<file path="src/rtl/core/utf8d_pkg.sv">
// utf8d_pkg: types and byte-class constants for the UTF-8 stream decoder.
// Used by utf8d_decode and utf8_stream_decoder; depends on nothing.
package utf8d_pkg;

  localparam int CpWidth = 21;

  localparam logic [7:0] AsciiLimit = 8'h80;
  localparam logic [7:0] ContMask   = 8'hC0;
  localparam logic [7:0] ContCode   = 8'h80;
  localparam logic [7:0] Lead2Mask  = 8'hE0;
  localparam logic [7:0] Lead2Code  = 8'hC0;
  localparam logic [7:0] Lead3Mask  = 8'hF0;
  localparam logic [7:0] Lead3Code  = 8'hE0;
  localparam logic [7:0] Lead4Mask  = 8'hF8;
  localparam logic [7:0] Lead4Code  = 8'hF0;
  localparam logic [7:0] ContBits   = 8'h3F;
  localparam logic [7:0] Lead2Bits  = 8'h1F;
  localparam logic [7:0] Lead3Bits  = 8'h0F;
  localparam logic [7:0] Lead4Bits  = 8'h07;

  typedef struct packed {
    logic [1:0]         bytes_expected;
    logic [1:0]         bytes_buffered;
    logic [CpWidth-1:0] partial_code;
  } state_t;

  // Results of one byte: count-1 leading errors, then the final result.
  typedef struct packed {
    logic [2:0]         count;
    logic [CpWidth-1:0] final_cp;
    logic               final_err;
  } bundle_t;

endpackage

</file>
<file path="src/rtl/core/utf8d_decode.sv">
// utf8d_decode: combinational decode of one byte against the open sequence.
// Gives the result bundle and the next sequence state; uses utf8d_pkg.
module utf8d_decode (
  input  logic [7:0]        data_byte,
  input  utf8d_pkg::state_t state,
  output utf8d_pkg::state_t state_next,
  output utf8d_pkg::bundle_t bundle
);
  import utf8d_pkg::*;

  logic [2:0]         flush_count;
  logic [1:0]         buffered_inc;
  logic [CpWidth-1:0] cont_code;
  logic               start_result;
  logic [CpWidth-1:0] start_cp;
  logic               start_err;
  state_t             start_state;

  always_comb begin
    flush_count  = (state.bytes_buffered >= 2'd2) ? 3'd3 : {1'b0, state.bytes_buffered} + 3'd1;
    buffered_inc = state.bytes_buffered + 2'd1;
    cont_code    = {state.partial_code[CpWidth-7:0], data_byte[5:0] & ContBits[5:0]};

    start_state  = '0;
    start_result = 1'b1;
    start_cp     = '0;
    start_err    = 1'b0;
    if (data_byte < AsciiLimit) begin
      start_cp = CpWidth'(data_byte);
    end else if ((data_byte & Lead2Mask) == Lead2Code) begin
      start_result = 1'b0;
      start_state.bytes_expected = 2'd1;
      start_state.partial_code   = CpWidth'(data_byte & Lead2Bits);
    end else if ((data_byte & Lead3Mask) == Lead3Code) begin
      start_result = 1'b0;
      start_state.bytes_expected = 2'd2;
      start_state.partial_code   = CpWidth'(data_byte & Lead3Bits);
    end else if ((data_byte & Lead4Mask) == Lead4Code) begin
      start_result = 1'b0;
      start_state.bytes_expected = 2'd3;
      start_state.partial_code   = CpWidth'(data_byte & Lead4Bits);
    end else begin
      start_err = 1'b1;
    end

    state_next       = state;
    bundle.count     = 3'd0;
    bundle.final_cp  = '0;
    bundle.final_err = 1'b1;

    if (data_byte == 8'd0) begin
      state_next = '0;
      if (state.bytes_expected != 2'd0) begin
        bundle.count = flush_count;
      end
    end else if (state.bytes_expected != 2'd0) begin
      if ((data_byte & ContMask) == ContCode) begin
        state_next.partial_code   = cont_code;
        state_next.bytes_buffered = buffered_inc;
        if (buffered_inc >= state.bytes_expected) begin
          state_next       = '0;
          bundle.count     = 3'd1;
          bundle.final_cp  = cont_code;
          bundle.final_err = 1'b0;
        end
      end else begin
        state_next   = start_state;
        bundle.count = flush_count + {2'b00, start_result};
        if (start_result) begin
          bundle.final_cp  = start_cp;
          bundle.final_err = start_err;
        end
      end
    end else begin
      state_next       = start_state;
      bundle.count     = {2'b00, start_result};
      bundle.final_cp  = start_cp;
      bundle.final_err = start_err;
    end
  end

endmodule

</file>
<file path="src/rtl/core/utf8_stream_decoder.sv">
// utf8_stream_decoder: streaming UTF-8 decoder, top level.
// Input byte register, utf8d_decode, result register; uses utf8d_pkg.
//
// Takes one byte per cycle when not stalled and gives code points of up to 21
// bits, with error beats for bytes that cannot be decoded. A byte that causes
// n results holds the result register until all n are taken (n is 0 to 4; a
// flush of an interrupted sequence gives up to three error beats before the
// byte itself is decoded); a byte with one result or none passes at one per
// cycle unless stalled. The result register, which hands out one beat per
// cycle unless stalled, sets the rate. One byte waits in the input register
// while results are still going out, so a new byte is taken while a finished
// result is stalled. A zero byte ends the text and gives no beat of its own.
module utf8_stream_decoder (
  input  logic                        clk,
  input  logic                        rst,
  input  logic                        in_valid,
  output logic                        in_stall,
  input  logic [7:0]                  data_byte,
  output logic                        out_valid,
  input  logic                        out_stall,
  output logic [utf8d_pkg::CpWidth-1:0] code_point,
  output logic                        is_error,
  output logic                        last_of_run
);
  import utf8d_pkg::*;

  logic       in_full;
  logic [7:0] in_byte;

  state_t  state;
  state_t  state_next;
  bundle_t bundle_next;

  logic [2:0]         remaining;
  logic [CpWidth-1:0] final_cp;
  logic               final_err;

  logic out_take;
  logic advance;

  assign out_take = out_valid && !out_stall;
  assign advance  = in_full && (remaining == 3'd0 || (remaining == 3'd1 && out_take));
  assign in_stall = in_full && !advance;

  utf8d_decode u_decode (
    .data_byte  (in_byte),
    .state      (state),
    .state_next (state_next),
    .bundle     (bundle_next)
  );

  always_ff @(posedge clk) begin
    if (rst) begin
      in_full   <= 1'b0;
      state     <= '0;
      remaining <= 3'd0;
    end else begin
      if (in_valid && !in_stall) begin
        in_full <= 1'b1;
      end else if (advance) begin
        in_full <= 1'b0;
      end
      if (advance) begin
        state     <= state_next;
        remaining <= bundle_next.count;
      end else if (out_take) begin
        remaining <= remaining - 3'd1;
      end
    end
  end

  always_ff @(posedge clk) begin
    if (in_valid && !in_stall) begin
      in_byte <= data_byte;
    end
    if (advance) begin
      final_cp  <= bundle_next.final_cp;
      final_err <= bundle_next.final_err;
    end
  end

  assign out_valid   = remaining != 3'd0;
  assign last_of_run = remaining == 3'd1;
  assign code_point  = last_of_run ? final_cp : '0;
  assign is_error    = last_of_run ? final_err : 1'b1;

endmodule

</file>
<file path="config.mk">
export PLATFORM = sky130hd
export DESIGN_NAME = utf8_stream_decoder
export DESIGN_NICKNAME = d
export VERILOG_FILES = /design/src/rtl/core/utf8d_pkg.sv /design/src/rtl/core/utf8d_decode.sv /design/src/rtl/core/utf8_stream_decoder.sv
export SDC_FILE = /design/constraint.sdc
export NUM_CORES = 1
export LEC_CHECK = 0
export ABC_CLOCK_PERIOD_IN_PS = 2420
export BUFFER_PORTS_ARGS = -buffer_cell sky130_fd_sc_hd__buf_2
export CORE_MARGIN = 4
export CORE_UTILIZATION = 55
export DETAILED_ROUTE_END_ITERATION = 16
export GPL_ROUTABILITY_DRIVEN = 0
export PLACE_DENSITY = 0.74
export SYNTH_ARGS = -nofsm -noshare
export SYNTH_HDL_FRONTEND = slang
export SYNTH_SLANG_ARGS = --single-unit
export TNS_END_PERCENT = 5
</file>
<file path="constraint.sdc">
create_clock -name clk -period 2.42 [get_ports clk]
set_input_delay 0.121 -clock clk [delete_from_list [all_inputs] [get_ports clk]]
set_output_delay 0.121 -clock clk [all_outputs]
set_load 0.05 [all_outputs]
</file>
Word-level counts from Yosys, hierarchy flattened
Index checks and enable logic that the tools add are counted.
{"block": "word_totals", "output_inout_bits": 25, "input_bits": 12, "register_bits": 53}
{"block": "classes", "eq_ne": 6, "muxes": 31, "reduce_logical": 16, "addsub": 4, "magnitude_cmp": 3}
{"operator": "two-way mux 25 bit", "n": 6}
{"operator": "two-way mux 21 bit", "n": 4}
{"operator": "two-way mux 23 bit", "n": 1}
{"operator": "two-way mux 22 bit", "n": 1}
{"operator": "two-way mux 3 bit", "n": 6}
{"operator": "logical NOT 8 bit", "n": 1}
{"operator": "< comparator 8 bit, second input constant", "n": 1}
{"operator": "two-way mux 1 bit", "n": 8}
{"operator": "two-way mux 2 bit", "n": 4}
{"operator": "two-way mux 8 bit", "n": 1}
{"operator": "nonzero test 2 bit", "n": 3}
{"operator": "equality test 5 bit, second input constant", "n": 1}
{"operator": "logical AND 1 bit", "n": 5}
{"operator": "equality test 4 bit, second input constant", "n": 1}
{"operator": "inequality test 4 x 3 -> 1 bit, second input constant", "n": 1}
{"operator": "adder 2 x 1 -> 3 bit, second input constant", "n": 1}
{"operator": "adder 3 x 1 -> 3 bit", "n": 1}
{"operator": "equality test 3 x 1 -> 1 bit, second input constant", "n": 1}
{"operator": "equality test 3 bit, second input constant", "n": 1}
{"operator": "logical NOT 1 bit", "n": 3}
{"operator": "logical NOT 3 bit", "n": 1}
{"operator": "nonzero test 3 bit", "n": 1}
{"operator": "subtractor 3 x 1 -> 3 bit, second input constant", "n": 1}
{"operator": "adder 2 x 1 -> 2 bit, second input constant", "n": 1}
{"operator": "other kinds (5)", "n": 5}

Longest topological paths before layout
{"block": "logic_depth", "ltp_word": 10, "depth_mapped": 9, "ltp_nobuf": 8}

Cells and area by module
From an unflattened synthesis, not the netlist that was laid out.
{"block": "unflattened", "hier_cells": 315, "area_unflattened_um2": 2957.8}
{"module": "utf8_stream_decoder", "area_per_inst_um2": 2200.9, "instances": 1, "cells_per_inst": 195}
{"module": "utf8d_decode", "area_per_inst_um2": 757.0, "instances": 1, "cells_per_inst": 120}

Least setup slack after synthesis
Ideal clock, no wire load.
{"block": "synth_timing", "kind": "flip-flop to output port", "from": "register remaining[1]", "to": "output code_point[11] (netlist name)", "path_buffers": 1, "path_slack_ns": 0.415, "stages_incl_launch_ff": 6, "t_arrival_ns": 1.884, "path_cell_list": "dfxtp_1 -> inv_1 -> ha_1 -> nor2b_1 -> clkbuf_1 -> and2_1"}
{"block": "synth_via", "elab_chain_len": 2}
{"element": "start: declaration", "line": "utf8_stream_decoder.sv:34", "rtl": "logic [2:0] remaining;"}
{"element": "start signal: assignment", "line": "utf8_stream_decoder.sv:65", "rtl": "remaining <= bundle_next.count;"}
{"element": "start signal: assignment", "line": "utf8_stream_decoder.sv:67", "rtl": "remaining <= remaining - 3'd1;"}
{"element": "equality test 3 x 1 -> 1 bit", "line": "utf8_stream_decoder.sv:83", "rtl": "assign last_of_run = remaining == 3'd1;"}
{"element": "via last_of_run", "line": "utf8_stream_decoder.sv:23", "rtl": "output logic last_of_run"}
{"element": "two-way mux 21 bit", "line": "utf8_stream_decoder.sv:84", "rtl": "assign code_point = last_of_run ? final_cp : '0;"}
{"element": "end: declaration", "line": "utf8_stream_decoder.sv:21", "rtl": "output logic [utf8d_pkg::CpWidth-1:0] code_point,"}
The timed path passes the listed nets, and every way through them passes these cells.

Worst setup path after layout
{"block": "layout_timing", "from": "register state[21] (netlist name)", "to": "register final_cp[6], data pin"}
{"block": "layout_via", "elab_chain_len": 5}
{"element": "adder 2 x 1 -> 2 bit", "line": "utf8d_decode.sv:21", "rtl": "buffered_inc = state.bytes_buffered + 2'd1;"}
{"element": ">= comparator 2 bit", "line": "utf8d_decode.sv:60", "rtl": "if (buffered_inc >= state.bytes_expected) begin"}
{"element": "two-way mux 23 bit", "line": "utf8d_decode.sv:60"}
{"element": "two-way mux 25 bit", "line": "utf8d_decode.sv:57", "rtl": "if ((data_byte & ContMask) == ContCode) begin"}
{"element": "two-way mux 25 bit", "line": "utf8d_decode.sv:56", "rtl": "end else if (state.bytes_expected != 2'd0) begin"}
{"element": "end signal: assignment", "line": "utf8_stream_decoder.sv:77", "rtl": "final_cp <= bundle_next.final_cp;"}
{"element": "end: declaration", "line": "utf8_stream_decoder.sv:35", "rtl": "logic [CpWidth-1:0] final_cp;"}
No other way between the ends.
A chain may end at the register's enable or synchronous reset.

==> metrics <==
clk sinks=53; Final Util=0.676; Routed WL=4830 um; Final ANT Viol Nets=0; HPWL after DPL=3490 um; hold depth=3; Setup Crit Path Kind=register to register; Slew headroom=0.526; Remaining DRCs=0; Yosys top cell by area=edfxtp_1; overall power=2910 uW; Max clock buf depth=2; Worst Path Required=2.48 ns; DP Area=0.00287 mm2; die area=0.00595 mm2; CTS buffer count=5; number of max-cap violations=0; Max Freq=452 MHz; DR iter-0 viols=79; post-synth cell types=47; Area contributors post-synth=edfxtp_1 34%, dfxtp_1 17%, and2_1 10%; clock root cell=clkbuf_8; Worst Min Path Start=in_valid; n_diodes=0; Final nets=317; GR peak layer=met2; Total GRT Usage=0.178; final worst path period share=0.914; via count=1887; Worst Hold Class=primary input to register; final non-filler cell total=347; Worst EP arrival=2.27 ns; met2 usage=0.299; FF-to-FF path depth=7; Fin Setup TNS=0 ns; area share of the largest cell type after synthesis=0.342; register area share after synthesis=0.517; Cell Rows=24; outcome=complete, no violations; first drt pass iteration count=4; Gate Count Post-Synth=246; number of global-route vias before repair=1853; Worst R2R Setup Slack=0.21 ns; Fin. Hold Viols=0; # H-tree levels=2; synth-to-layout area growth=15.7%; CP max FO=15; clk_lat worst skew=0.30 ns; Async SR Flop Fraction=0; RSZ-0062 raised after global routing=false; Post-Syn Nets=269; initial antenna violation count=0; gr ovfl total=0; footprint of the multi-input gates=0.00116 mm2; global-route track usage on met3=0.0363; leading register cell type out of synthesis=edfxtp_1; CTS tree=built; sequential cell area=0.00136 mm2; M1 GR Usage=0.236; largest net degree at the start of global routing=25; Post-Syn Area=0.00263 mm2; peak supply drop=0.530 mV; clock-pin transition on the worst setup and hold timing paths=0.09 ns; Ports=37; CP Launch Point=state[21]; Filler Cells Inserted=363; most frequent cell after synthesis=and2_1; min Tclk post-route=2.21 ns; Slew @ Worst Pin=0.710 ns; share of layout cells above drive strength 1=0.247; Avg Inst Size Synth=10.7 um2; Yosys reg bits=53; number of synthesized flops with an enable pin=30; first-pass GRT wire length=8600 um; Final Instance Area=0.00305 mm2; Vias/cell=5.44; Die Y=77.2 um; Placed Cells=331; worst r2r src=state[21]; PwrDens=955 mW/mm2; die width=77.2 um; IO buf count=36; Setup violations, final=0; synth cell count leaders=42 x and2_1, 30 x edfxtp_1, 26 x nand2_1; Initial Utilization=0.584; WL/cell=13.9 um; clock skew=0.00501 ns; CP Launch Type=register; Leak=0.00120 uW; synthesis warning total=0; endpoint class of the critical path=register; Core Footprint=0.00450 mm2; Final Slew Violations=0
==> path summary, 6_finish.rpt <==
path,endpoint
setup / recovery,final_cp[6]
hold / removal,in_full
setup reg to reg,final_cp[6]
hold reg to reg,state[11]
==> worst max-delay path, cell delays in order (launching register included) <==
cell,delay (ns)
dfxtp_1,0.43
inv_1,0.10
ha_1,0.33
ha_1,0.34
a21oi_2,0.31
nor3_2,0.09
buf_4,0.19
a22o_1,0.19
==> layout make-up <==
| type | instances | share of cell area |
|---|---|---|
| flip-flops and latches | 53 | 0.447 |
| well taps | 52 | 0.0214 |
| clock inverters | 2 | 0.00493 |
| multi-input cells | 168 | 0.380 |
| inverters | 14 | 0.0173 |
| repair buffers | 52 | 0.105 |
| clock buffers | 6 | 0.0238 |
==> cells by family (layout without fill, tap and decap cells) <==
kind of cell	Yosys count	after routing	synth area share
xor+xnor	1	1	0.00333
fa+ha+maj	11	11	0.0523
mux	1	1	0.00428
compound gates	43	43	0.131
flops	53	53	0.517
buf+inv	25	74	0.0442
simple gates	112	112	0.248
==> layer usage <==
metal	up-vias	wire, um
met1	890	2240
met2	45	2310
li1	947	-
met3	5	230
met5	-	0
met4	0	47
==> through the flow <==
stage / hold WS, ns / setup slack (ns)
finish: 0.0591 / 0.208
global route: 0.0763 / 0.0791
CTS: 0.0487 / 0.0968
detailed placement: 0.299 / 0.126
global placement: 0.297 / 0.293
floorplan: 0.220 / 0.415
==> report_power, final <==
group	switching, uW	internal [uW]	total, uW
sequential	67.7	1100	1170
clock	283	204	487
combinational	894	356	1250
==> registers in the layout, summed over array words and instances (netlist names) <==
name and count:
in_byte 8, state 19, in_full 1, final_err 1, remaining 3, final_cp 21
==> cells in the final DEF, fill, tap and decap left out, drive strengths merged, types with 3 or more instances in the layout <==
cell type	instances
nand3b	3
and2	43
nor4	5
o21ai	8
inv	14
ha	11
a22o	3
nor2b	7
nor3	3
edfxtp	30
a21oi	16
clkbuf	6
nand2b	3
dlygate4sd3	8
nor2	12
nand3	4
dfxtp	23
nand2	26
buf	44
==> what timing repair did <==
action                                  in CTS  in global routing
gates resized for setup                      0                  1
endpoints found under the hold margin        8                  0
hold buffers                                 8                  0
buffers inserted                             0                  0
endpoints found under the setup margin       0                  3
Power figures use the tool's default switching activity.
